==> src/rtl/core/jac_pkg.sv <==
package jac_pkg;

   localparam int ADC_BITS   = 14;
   localparam int AXIS_BITS  = 16;
   localparam int QUO_BITS   = 15;
   localparam int NUM_BITS   = 31;
   localparam int RAD_BITS   = 34;
   localparam int ROOT_BITS  = 32;
   localparam int CSR_ADDR_BITS = 5;

   localparam logic [30:0] SQRT2_Q30 = 31'd1518500250;

   typedef enum logic [2:0] {
      CSR_X_LOW  = 3'd0,
      CSR_X_HIGH = 3'd1,
      CSR_X_MID  = 3'd2,
      CSR_Y_LOW  = 3'd3,
      CSR_Y_HIGH = 3'd4,
      CSR_Y_MID  = 3'd5,
      CSR_DZ     = 3'd6,
      CSR_MODE   = 3'd7
   } csr_idx_type;

   typedef enum logic [1:0] {
      MC_MINUS = 2'd0,
      MC_ZERO  = 2'd1,
      MC_PLUS  = 2'd2,
      MC_DIV   = 2'd3
   } map_class_type;

   typedef struct packed {
      map_class_type      cls;
      logic               neg;
      logic [NUM_BITS-1:0] num;
      logic [15:0]        den;
   } map_prep_type;

   typedef struct packed {
      map_class_type cls;
      logic          neg;
   } map_side_type;

endpackage

==> src/rtl/core/jac_sqrt_pipe.sv <==
module jac_sqrt_pipe (
   input  logic                           clock,
   input  logic                           adv,
   input  logic [jac_pkg::RAD_BITS-1:0]   rad,
   output logic [jac_pkg::ROOT_BITS-1:0]  root
);
   import jac_pkg::*;

   localparam int XW = 2 * ROOT_BITS;
   localparam int RW = ROOT_BITS + 4;

   logic [XW-1:0]        x_ff    [ROOT_BITS];
   logic [RW-1:0]        rem_ff  [ROOT_BITS];
   logic [ROOT_BITS-1:0] root_ff [ROOT_BITS];

   // floor root of rad * 2^30, one result bit per stage
   for (genvar k = 0; k < ROOT_BITS; k++) begin : g_stage
      logic [XW-1:0]        x_src;
      logic [RW-1:0]        rem_src;
      logic [ROOT_BITS-1:0] root_src;
      logic [RW-1:0]        cur;
      logic [RW-1:0]        trial;
      logic                 ge;

      if (k == 0) begin : g_first
         assign x_src    = {rad, {(XW-RAD_BITS){1'b0}}};
         assign rem_src  = '0;
         assign root_src = '0;
      end else begin : g_next
         assign x_src    = x_ff[k-1];
         assign rem_src  = rem_ff[k-1];
         assign root_src = root_ff[k-1];
      end

      assign cur   = {rem_src[RW-3:0], x_src[XW-1:XW-2]};
      assign trial = {2'b00, root_src, 2'b01};
      assign ge    = cur >= trial;

      always_ff @(posedge clock) begin
         if (adv) begin
            x_ff[k]    <= {x_src[XW-3:0], 2'b00};
            rem_ff[k]  <= ge ? cur - trial : cur;
            root_ff[k] <= {root_src[ROOT_BITS-2:0], ge};
         end
      end
   end

   assign root = root_ff[ROOT_BITS-1];

endmodule

==> config.mk <==
export PLATFORM = sky130hd
export DESIGN_NAME = jac_sqrt_pipe
export DESIGN_NICKNAME = d
export VERILOG_FILES = /design/src/rtl/core/jac_pkg.sv /design/src/rtl/core/jac_sqrt_pipe.sv
export SDC_FILE = /design/constraint.sdc
export NUM_CORES = 2
export LEC_CHECK = 0
export ABC_AREA = 0
export BUFFER_PORTS_ARGS = -buffer_cell sky130_fd_sc_hd__buf_2
export CAP_MARGIN = 15
export CORE_MARGIN = 2
export CORE_UTILIZATION = 50
export CTS_CLUSTER_DIAMETER = 80
export DETAILED_ROUTE_END_ITERATION = 10
export PLACE_DENSITY = 0.73
export SYNTH_ARGS = -nofsm -noshare
export SYNTH_HDL_FRONTEND = slang
export SYNTH_MEMORY_MAX_BITS = 65536
export SYNTH_SLANG_ARGS = --single-unit
==> constraint.sdc <==
create_clock -name clock -period 5.5 [get_ports clock]
set_input_delay 1.1 -clock clock [delete_from_list [all_inputs] [get_ports clock]]
set_output_delay 1.1 -clock clock [all_outputs]
set_load 0.02 [all_outputs]
==> metrics.md <==
| Metric | Value |
|---|---|
| Clock Sinks | `1789` |
| Unique masters post-synth | `89` |
| Iteration-0 DRC Markers | `4608` |
| Crit-path leading delay family | `compound AO/OA/AOI/OAI gates` |
| Clock skew | `0.0240 ns` |
| Most frequent cells in the layout | `edfxtp_1, inv_1, nand2_1` |
| Comb pwr share | `22.5%` |
| Most Frequent Cell on Critical Path | `a21oi_1` |
| Ranking of synthesized cells by area | `edfxtp_1, ha_1, xnor2_1` |
| Setup bufs post-CTS | `0` |
| Total track usage | `between 10% and 20%` |
| Root buf cell | `clkbuf_16` |
| Setup_tns | `0 ns` |
| Inst Count DP | `10260` |
| Clock power frac | `31.2%` |
| Hold Fails Final Rpt | `0` |
| Hpwl dp | `132000 µm` |
| Yosys top cell area share | `58.1%` |
| CTS resizes | `0` |
| Num CTS Buffers | `190` |
| Synthesized area | `92500 µm²` |
| Hold path depth | `0` |
| Worst hold path type | `flop to flop` |
| Max Cap Viol | `0` |
| Stages on worst setup path | `11` |
| Period utilisation layout | `80.9%` |
| Seq pwr share | `46.2%` |
| Number of core rows | `157` |
| Minimum clock period | `around 4.5 ns` |
| Max incr delay on CP | `0.63 ns` |
| Power Density | `400 nW/µm²` |
| Post-synth ARST share | `0%` |
| Reg2Reg Depth | `11` |
| Primary FF master, synth | `edfxtp_1` |
| P_leak | `0.0398 µW` |
| Grt total ovfl | `0` |
| Max Slew Vio Count | `0` |
| Max H-tree Level | `4` |
| CP required | `approximately 6.1 ns` |
| Vias | `58706` |
| Maximum vdd drop | `approximately 0.00029 V` |
| Layout net count | `8572` |
| Die Ht | `434 µm` |
| Worst Max-Slew Pin Slew | `around 1.1 ns` |
| Die area | `about 190000 µm²` |
| RSZ-0062 raised after global routing | `no` |
| Switching share of power | `28.7%` |
| Max clock buf depth | `3` |
| Layout Cells excl Fill | `about 11000` |
| CP max FO | `31` |
| Slowest cell on crit path | `o41ai_1` |
| Number of flops mapped to enable cells by yosys | `1789` |
| CTS Hold Bufs | `0` |
| Fmax | `roughly 220 MHz` |
| Final WS setup | `1.05 ns` |
| Area growth syn-to-layout | `10.6%` |
| Largest net degree at the start of global routing | `about 170` |
| Starting Density | `around 50%` |
| Synth Net Count | `8397` |
| Relative slew slack | `about a quarter` |
| Post-DR wirelength/cell | `17.1 µm` |
| Critical Path AT | `between 5 and 6 ns` |
| Vias in the first global route | `58105` |
| Worst-skew pair later-pin latency | `0.83 ns` |
| Pre-CTS setup slack | `1.11 ns` |
| CTS tree | `yes` |
| Router iterations before antenna repair | `6` |
| Worst path bufs/invs | `0` |
| Reg clk slew, reported paths | `0.06 ns` |
| Outcome | `complete, no violations` |
| Initial antenna violation count | `2` |
| Pint | `29200 µW` |
| CP Launch Type | `flop` |
| Seq/Total Area, Yosys | `58.1%` |
| Core outline area | `roughly 180000 µm²` |
| FF+latch count, synth | `~1800` |
| Crit path capture type | `flop` |
| Gate Count Post-Synth | `7814` |
| Area leader, netlist | `edfxtp_1` |
| Port bufs | `67` |
| Vias/cell | `5.54` |
| Setup Crit Path Kind | `flop to flop` |
| Routed WL | `181000 µm` |
| Reg-to-reg slack, setup | `between 1 and 1.5 ns` |
| YS warnings | `0` |
| Die Wd | `434 µm` |
| Commonest non-fill, non-tap cell in the layout | `edfxtp_1` |
| Critical path cell sequence | `ha_1, fa_1, a21o_1, a21oi_1, nand2b_1, a21oi_1, o41ai_1, o21ai_0, a221o_1, or2_2, mux2_2` |
| Switching pwr | `11700 µW` |
| I/O pins | `68` |
| DRC | `0` |
| Post-DRT Antenna Nets | `0` |
| Finish-stage setup viols | `0` |
| Hold slack | `0.407 ns` |
| Mean Syn Cell Area | `approximately 12 µm²` |
| Layout cells sized above 1 | `7.14%` |
| Global-route wire length before repair | `296000 µm` |
| Final Wtd Congestion | `0.904` |
==> registers in the layout, summed over array words and instances, names as in the netlist <==
name / count
rem_ff: 989
root_ff: 528
x_ff: 272
==> worst reg2reg max path, stage by stage, from the launching register on <==
cell and delay [ns]:
edfxtp_1 0.47, ha_1 0.27, fa_1 0.42, a21o_1 0.20, a21oi_1 0.21, nand2b_1 0.16
a21oi_1 0.09, o41ai_1 0.63, o21ai_0 0.39, a221o_1 0.45, or2_2 0.54, mux2_2 0.37
==> metal layers <==
metal / vias to the layer above / global-route usage, % / wire length (µm)
li1: 28974 / - / -
met4: 0 / 6.67 / 5370
met1: 28056 / 24.7 / 78600
met5: - / 0 / 0
met2: 1336 / 33.3 / 89900
met3: 340 / 2.62 / 7430
==> kinds of logic after synthesis <==
logic type	share of synthesized area (%)
and+or+nand+nor	11.2
buffers and inverters	3.29
other	0.00405
xor gates and xnor gates	7.51
DFF	58.1
adders and majority gates	7.51
muxes	1.36
AOI/OAI and AO/OA	11.0
==> worst paths after layout <==
check / startpoint / end
min reg2reg: x_ff[13][58] / x_ff[14][60]
max: rem_ff[17][0] / rem_ff[18][17]
max reg2reg: rem_ff[17][0] / rem_ff[18][17]
min: x_ff[13][58] / x_ff[14][60]
==> through the flow <==
step	instance area, µm²	power, µW	util (%)
after floorplan	92500	25700	-
after global placement	96100	28000	52.4
after detailed placement	96100	28300	52.4
after CTS	102000	41200	55.8
after global routing	102000	43100	55.8
final	102000	40900	55.8
==> synth_stat cells (11+ instances only) <==
master and n:
and3_1 49, xor2_1 393, a211o_1 16, inv_1 668, nor3_1 223, o21ai_0 406
mux2_2 109, a31o_2 11, and4_1 11, fa_1 14, nand4_1 53, or2_2 41
a21oi_1 483, a21boi_0 25, a2111oi_0 12, nand2_1 571, a21o_1 222, nor4_1 102
a211oi_1 44, ha_1 533, nand3b_1 21, o21bai_1 60, xnor2_1 400, and2_1 35
nor3b_1 14, nand3_1 136, o211ai_1 31, edfxtp_1 1789, o31ai_1 60, nand2b_1 98
clkbuf_1 113, buf_2 11, a31oi_1 40, nor2_1 520, o21a_1 118, or3_1 88
or4_1 51, nor2b_1 81
==> final cells by class <==
cell class / count / area, µm²
fill: 14967 / 81100
sequential: 1789 / 53700
multi-input combinational: 5220 / 35900
clock buffer: 227 / 4940
tap: 2464 / 3080
inverter: 674 / 2530
clock inverter: 117 / 1320
timing repair buffer: 114 / 911
antenna: 1 / 2.50
==> power by group through the flow <==
stage / logic, µW / clock network (µW) / registers [µW]
final: 9210 / 12800 / 18900
after global placement: 8810 / 0 / 19200
after global routing: 10300 / 13600 / 19100
after floorplan: 7060 / 0 / 18600
after CTS: 9180 / 13100 / 18900
after detailed placement: 9090 / 0 / 19200
No activity file was read; power rests on OpenSTA's default activity.
