### src/rtl/core/jac_pkg.sv
package jac_pkg;

   localparam int ADC_BITS   = 14;
   localparam int AXIS_BITS  = 16;
   localparam int QUO_BITS   = 15;
   localparam int NUM_BITS   = 31;
   localparam int RAD_BITS   = 34;
   localparam int ROOT_BITS  = 32;
   localparam int CSR_ADDR_BITS = 5;

   localparam logic [30:0] SQRT2_Q30 = 31'd1518500250;

   typedef enum logic [2:0] {
      CSR_X_LOW  = 3'd0,
      CSR_X_HIGH = 3'd1,
      CSR_X_MID  = 3'd2,
      CSR_Y_LOW  = 3'd3,
      CSR_Y_HIGH = 3'd4,
      CSR_Y_MID  = 3'd5,
      CSR_DZ     = 3'd6,
      CSR_MODE   = 3'd7
   } csr_idx_type;

   typedef enum logic [1:0] {
      MC_MINUS = 2'd0,
      MC_ZERO  = 2'd1,
      MC_PLUS  = 2'd2,
      MC_DIV   = 2'd3
   } map_class_type;

   typedef struct packed {
      map_class_type      cls;
      logic               neg;
      logic [NUM_BITS-1:0] num;
      logic [15:0]        den;
   } map_prep_type;

   typedef struct packed {
      map_class_type cls;
      logic          neg;
   } map_side_type;

endpackage

### src/rtl/core/jac_div_pipe.sv
module jac_div_pipe (
   input  logic                          clock,
   input  logic                          adv,
   input  logic [jac_pkg::NUM_BITS-1:0]  num,
   input  logic [15:0]                   den,
   output logic [jac_pkg::QUO_BITS-1:0]  quo
);
   import jac_pkg::*;

   logic [NUM_BITS-1:0] rem_ff [QUO_BITS];
   logic [15:0]         den_ff [QUO_BITS];
   logic [QUO_BITS-1:0] quo_ff [QUO_BITS];

   // one quotient bit per stage, msb first
   for (genvar k = 0; k < QUO_BITS; k++) begin : g_stage
      logic [NUM_BITS-1:0] rem_src;
      logic [15:0]         den_src;
      logic [QUO_BITS-1:0] quo_src;
      logic [NUM_BITS-1:0] sub;
      logic                ge;

      if (k == 0) begin : g_first
         assign rem_src = num;
         assign den_src = den;
         assign quo_src = '0;
      end else begin : g_next
         assign rem_src = rem_ff[k-1];
         assign den_src = den_ff[k-1];
         assign quo_src = quo_ff[k-1];
      end

      assign sub = {{(NUM_BITS-16){1'b0}}, den_src} << (QUO_BITS-1-k);
      assign ge  = rem_src >= sub;

      always_ff @(posedge clock) begin
         if (adv) begin
            rem_ff[k] <= ge ? rem_src - sub : rem_src;
            den_ff[k] <= den_src;
            quo_ff[k] <= {quo_src[QUO_BITS-2:0], ge};
         end
      end
   end

   assign quo = quo_ff[QUO_BITS-1];

endmodule

### config.mk
export PLATFORM = sky130hd
export DESIGN_NAME = jac_div_pipe
export DESIGN_NICKNAME = d
export VERILOG_FILES = /design/src/rtl/core/jac_pkg.sv /design/src/rtl/core/jac_div_pipe.sv
export SDC_FILE = /design/constraint.sdc
export NUM_CORES = 1
export LEC_CHECK = 0
export BUFFER_PORTS_ARGS = -buffer_cell sky130_fd_sc_hd__buf_4
export CAP_MARGIN = 20
export CORE_MARGIN = 2
export CORE_UTILIZATION = 45
export DETAILED_ROUTE_END_ITERATION = 10
export HOLD_SLACK_MARGIN = 0.1
export SLEW_MARGIN = 20
export SYNTH_ARGS = -nofsm -noshare
export SYNTH_HDL_FRONTEND = slang
export SYNTH_SLANG_ARGS = --single-unit
### constraint.sdc
create_clock -name clock -period 2.8 [get_ports clock]
set_input_delay 0.7 -clock clock [delete_from_list [all_inputs] [get_ports clock]]
set_output_delay 0.7 -clock clock [all_outputs]
set_load 0.05 [all_outputs]
==> results.md <==
Placement:
- Detailed placement finished with a half-perimeter wire length of 67910 um.
- The worst slack at placement is -0.5944 ns.
- The final weighted congestion in routability-driven placement is 0.8850.
- During placement, the flow inserted port buffers numbering 63.
- The cell area after placement is 47000 um^2.

Timing:
- The headroom to the max-slew limit is 0.5138.
- In the post-route analysis, the smallest setup slack over all paths is -0.2255 ns.
- Subtracting the final worst setup slack from the clock period gives 3.026 ns.
- For the pin with the worst max-slew slack, the measured transition is 0.7238 ns.
- The count of final max-slew check failures is 0.
- The worst setup skew after layout is 0.04504 ns.
- The hold violation count in the final report came to 0.
- The final total negative setup slack is -7.145 ns.
- Setup repair after global routing could not meet its margin everywhere.
- The final period utilization is 1.081.
- The worst hold slack is about 0.24 ns.
- The maximum clock frequency is 0.3305 GHz.
- The total of endpoints with negative setup slack in the final report is 120.

Floorplanning:
- The initial cell density of the core is 0.4550.
- The floorplan has 109 rows.
- The number of placed I/O pins is 64.
- The area of the core is between 80000 and 90000 um^2.
- The area of the die is slightly above 90000 um^2.
- In this run the vertical extent of the chip is 303.4 um.
- The die is roughly 300 um wide.

Synth:
- After synthesis the cells add up to approximately 40000 um^2.
- Counting every instance in the synthesized netlist gives 3342.
- The share of synthesized area occupied by flip-flops and latches is 0.5792.
- The share of synthesized flip-flops with an asynchronous set or reset is 0.
- Counting flops with a built-in enable in the synthesized netlist gives 778.
- By area the synthesized netlist is led by sky130_fd_sc_hd__edfxtp_1 (58%), sky130_fd_sc_hd__ha_1 (7.4%), sky130_fd_sc_hd__xnor2_1 (3.1%).
- The top-area cell type share of the netlist area is 0.5792.
- In this run, synthesis produced a sequential element count of 778.
- The number of nets in the synthesized netlist is around 3600.
- The synthesis warning total is 0.
- The count of cell types in the netlist is just over 90.
- The leading area contributor after synthesis is sky130_fd_sc_hd__edfxtp_1.
- In the synthesized netlist the dominant register cell turns out to be sky130_fd_sc_hd__edfxtp_1.
- The mean instance size in the synthesized netlist is ~12 um^2.

Global routing:
- The global-route wire length before repair is 148500 um.
- Global routing finished with a remaining overflow of 0.
- The largest net degree at the start of global routing is 111.
- The initial antenna violation count is 0.
- The number of global-route vias before repair is 29470.
- In the global route stage, overall resource usage came out at 0.2047.

Setup path:
- Setup slack on the worst reg-to-reg path comes out at -0.23 ns.
- The kind of end point of the critical path is a flip-flop.
- The beginning of the worst register-to-register path is rem_ff[1][65]$_DFFE_PP_.
- The delay of the slowest critical-path stage is 0.43 ns.
- The number of buffers and inverters on the critical path is 2.
- The end of the worst register-to-register path is rem_ff[1][116]$_DFFE_PP_.
- The cell with the biggest individual delay on the critical path is sky130_fd_sc_hd__a2111oi_4.
- The critical path class is flip-flop to flip-flop.
- The data arrival time of the worst path is 3.43 ns.
- The data required time of the critical path is 3.21 ns.
- By instance count, the cell type seen most on the critical path is sky130_fd_sc_hd__inv_2.
- In this run the worst path has a maximum fanout of 3.
- The worst setup path is launched from a flip-flop.
- The critical path goes through inv_2 -> ha_4 -> inv_2 -> fa_2 -> a211oi_4 -> o21ai_4 -> a2111oi_4 -> o31ai_4 -> a31oi_2 -> nor2_2 -> nor4_2 -> xor2_1.
- The kind of cell adding the most delay to the critical path is compound AO/OA/AOI/OAI gates.
- Measured in cells, the most critical reg-to-reg path has a length of 12.

Detailed routing:
- Dividing the detail-routed via count by the number of cells gives between 5 and 6.
- The pre-antenna-repair detailed-routing pass consisted of 5 iterations.
- The residual DRC count is 0.
- The wire length per cell is about 18 um.
- The top layer used by detailed routing is met4.
- The met2 wire length is 54200 um.
- The detailed router placed 28800 vias in this run.
- In the detailed route, the total length drawn on met3 is about 2500 um.
- The count of antenna-violating nets left after detailed routing is 0.
- For this block, the routed nets add up to 96230 um of wire.
- After detailed routing, the wire length on met1 is 34120 um.
- The initial detailed-routing violation count is 1257.

Finish:
- The area occupied by registers is 23360 um^2.
- The library cells used most frequently in the layout, excluding fill and tap cells, are sky130_fd_sc_hd__edfxtp_1 (778), sky130_fd_sc_hd__buf_4 (729), sky130_fd_sc_hd__inv_1 (278).
- From synthesis to final layout, the design area changed by 35.68%.
- The library cell used most frequently in the layout, excluding fill and tap cells, is sky130_fd_sc_hd__edfxtp_1.
- The net count of the finished layout is 4520.
- The count of fill cells added during filler insertion is 6854.
- The area used by multi-input combinational logic is between 15000 and 20000 um^2.
- After routing the design area is 54730 um^2.
- Of the cells placed in the final design, the portion with a size suffix greater than 1 is 0.3523.
- The number of diodes added for antenna fixing is 0.

Worst hold path:
- In this run the most critical hold path is launched from num[5].
- In this run the worst hold path is classified as primary input to flip-flop.
- For hold timing, the worst endpoint is rem_ff[0][5]$_DFFE_PP_.
- The cell depth of the worst hold path is 1.

Status:
- The checks that failed: negative setup slack.
- The run finished, with violations left.

Clock tree:
- The number of clock buffers added by TritonCTS is 87.
- TritonCTS built the clock tree.
- Clock-pin slew was measured on the worst setup and hold paths at 0.06 ns.
- The total clock sinks is 778.
- The H-tree level count is 3.
- In this run the clock root is driven by a sky130_fd_sc_hd__clkbuf_16.
- In this run, post-CTS hold repair placed 0 buffers.
- The insertion delay to the later sink of the worst-skew pair is between 0.6 and 0.7 ns.
- The number of buffers between clock root and the deepest sink is 3.

Pwr:
- Summed over all cells, the static leakage comes to 21.92 nW.
- The power density over the cells is 917.0 nW/um^2.
- VDD sags by at most 692.2 uV.
- The post-route total power is 50.19 mW.

Job:
- Max-cap violations in this run came to 0.
==> power breakdown <==
group,switching (mW),internal (mW)
Clock,4.70,6.34
Combinational,10.7,10.8
Sequential,1.59,16.1
==> how the worst max path moves through the flow <==
stage / startpoint / endpoint / slack (ns) / cells after the start
after CTS: rem_ff[1][35]$_DFFE_PP_ / rem_ff[1][90]$_DFFE_PP_ / -0.33 / 12
after global routing: rem_ff[1][65]$_DFFE_PP_ / rem_ff[1][122]$_DFFE_PP_ / -0.33 / 12
after global placement: rem_ff[1][65]$_DFFE_PP_ / rem_ff[1][122]$_DFFE_PP_ / -0.60 / 12
after floorplan: rem_ff[1][65]$_DFFE_PP_ / rem_ff[1][116]$_DFFE_PP_ / -0.05 / 12
after detailed placement: den[6] / rem_ff[0][26]$_DFFE_PP_ / -0.59 / 11
final: rem_ff[1][65]$_DFFE_PP_ / rem_ff[1][116]$_DFFE_PP_ / -0.23 / 12
==> kinds of logic (layout without fill, tap and decap cells) <==
kind of cell               after synthesis  in the layout  synth area share
AOI/OAI and AO/OA                      743            743            0.1190
and+or+nand+nor                        867            867            0.1083
muxes                                   74             74           0.02060
xor gates and xnor gates               256            256           0.05558
adders and majority gates              254            254           0.08139
buffers and inverters                  370           1314           0.03589
DFF                                    778            778            0.5792
==> registers in the layout, summed over array words and instances, names as in the netlist <==
name,count
rem_ff,434
den_ff,224
quo_ff,120
==> area by class of cell <==
class	count	share of cell area
tap	1165	0.02663
clock inverter	51	0.009762
timing repair buffer	848	0.1342
sequential	778	0.4269
multi-input combinational	2194	0.3399
clock buffer	107	0.04115
inverter	308	0.02149
==> cells in the mapped netlist, types with 9 or more instances <==
master,instances
sky130_fd_sc_hd__a21oi_1,244
sky130_fd_sc_hd__nand4b_1,10
sky130_fd_sc_hd__buf_2,20
sky130_fd_sc_hd__mux2_2,60
sky130_fd_sc_hd__o31a_1,17
sky130_fd_sc_hd__o31ai_1,16
sky130_fd_sc_hd__nand3_1,52
sky130_fd_sc_hd__a211o_1,10
sky130_fd_sc_hd__nor4_1,52
sky130_fd_sc_hd__nand3b_1,11
sky130_fd_sc_hd__nand2b_1,39
sky130_fd_sc_hd__o21ai_0,141
sky130_fd_sc_hd__a21o_1,84
sky130_fd_sc_hd__or4_1,10
sky130_fd_sc_hd__o211ai_1,17
sky130_fd_sc_hd__and2_1,10
sky130_fd_sc_hd__nor2b_1,33
sky130_fd_sc_hd__and3_1,14
sky130_fd_sc_hd__xnor2_1,142
sky130_fd_sc_hd__a31oi_1,23
sky130_fd_sc_hd__nor3_1,66
sky130_fd_sc_hd__o21bai_1,21
sky130_fd_sc_hd__nand4_1,35
sky130_fd_sc_hd__edfxtp_1,778
sky130_fd_sc_hd__a211oi_1,28
sky130_fd_sc_hd__nand2_1,193
sky130_fd_sc_hd__or2_2,9
sky130_fd_sc_hd__inv_1,306
sky130_fd_sc_hd__fa_1,14
sky130_fd_sc_hd__and4_1,11
sky130_fd_sc_hd__nor4b_1,9
sky130_fd_sc_hd__ha_1,240
sky130_fd_sc_hd__xor2_1,114
sky130_fd_sc_hd__nor2_1,255
sky130_fd_sc_hd__o21a_1,50
sky130_fd_sc_hd__or3_1,28
sky130_fd_sc_hd__clkbuf_1,32
==> stage by stage <==
step | instances | utilization
6_report | 5451 | 0.6174
3_3_place_gp | 5134 | 0.5302
5_1_grt | 5451 | 0.6174
2_1_floorplan | 3342 | -
3_5_place_dp | 5134 | 0.5302
4_1_cts | 5371 | 0.5887
==> layer usage <==
layer,vias to the layer above,global-route usage
met5,-,0
li1,14160,-
met4,0,0.1038
met3,268,0.02613
met2,479,0.4095
met1,13890,0.2041
==> repair_timing <==
item,4_1_cts,5_1_grt
pin swaps,145,220
setup buffers,70,88
endpoints found under the setup margin,284,317
endpoints found under the hold margin,0,0
resized for setup,363,420
gates cloned,14,4
(Power assumes the default switching activity.)
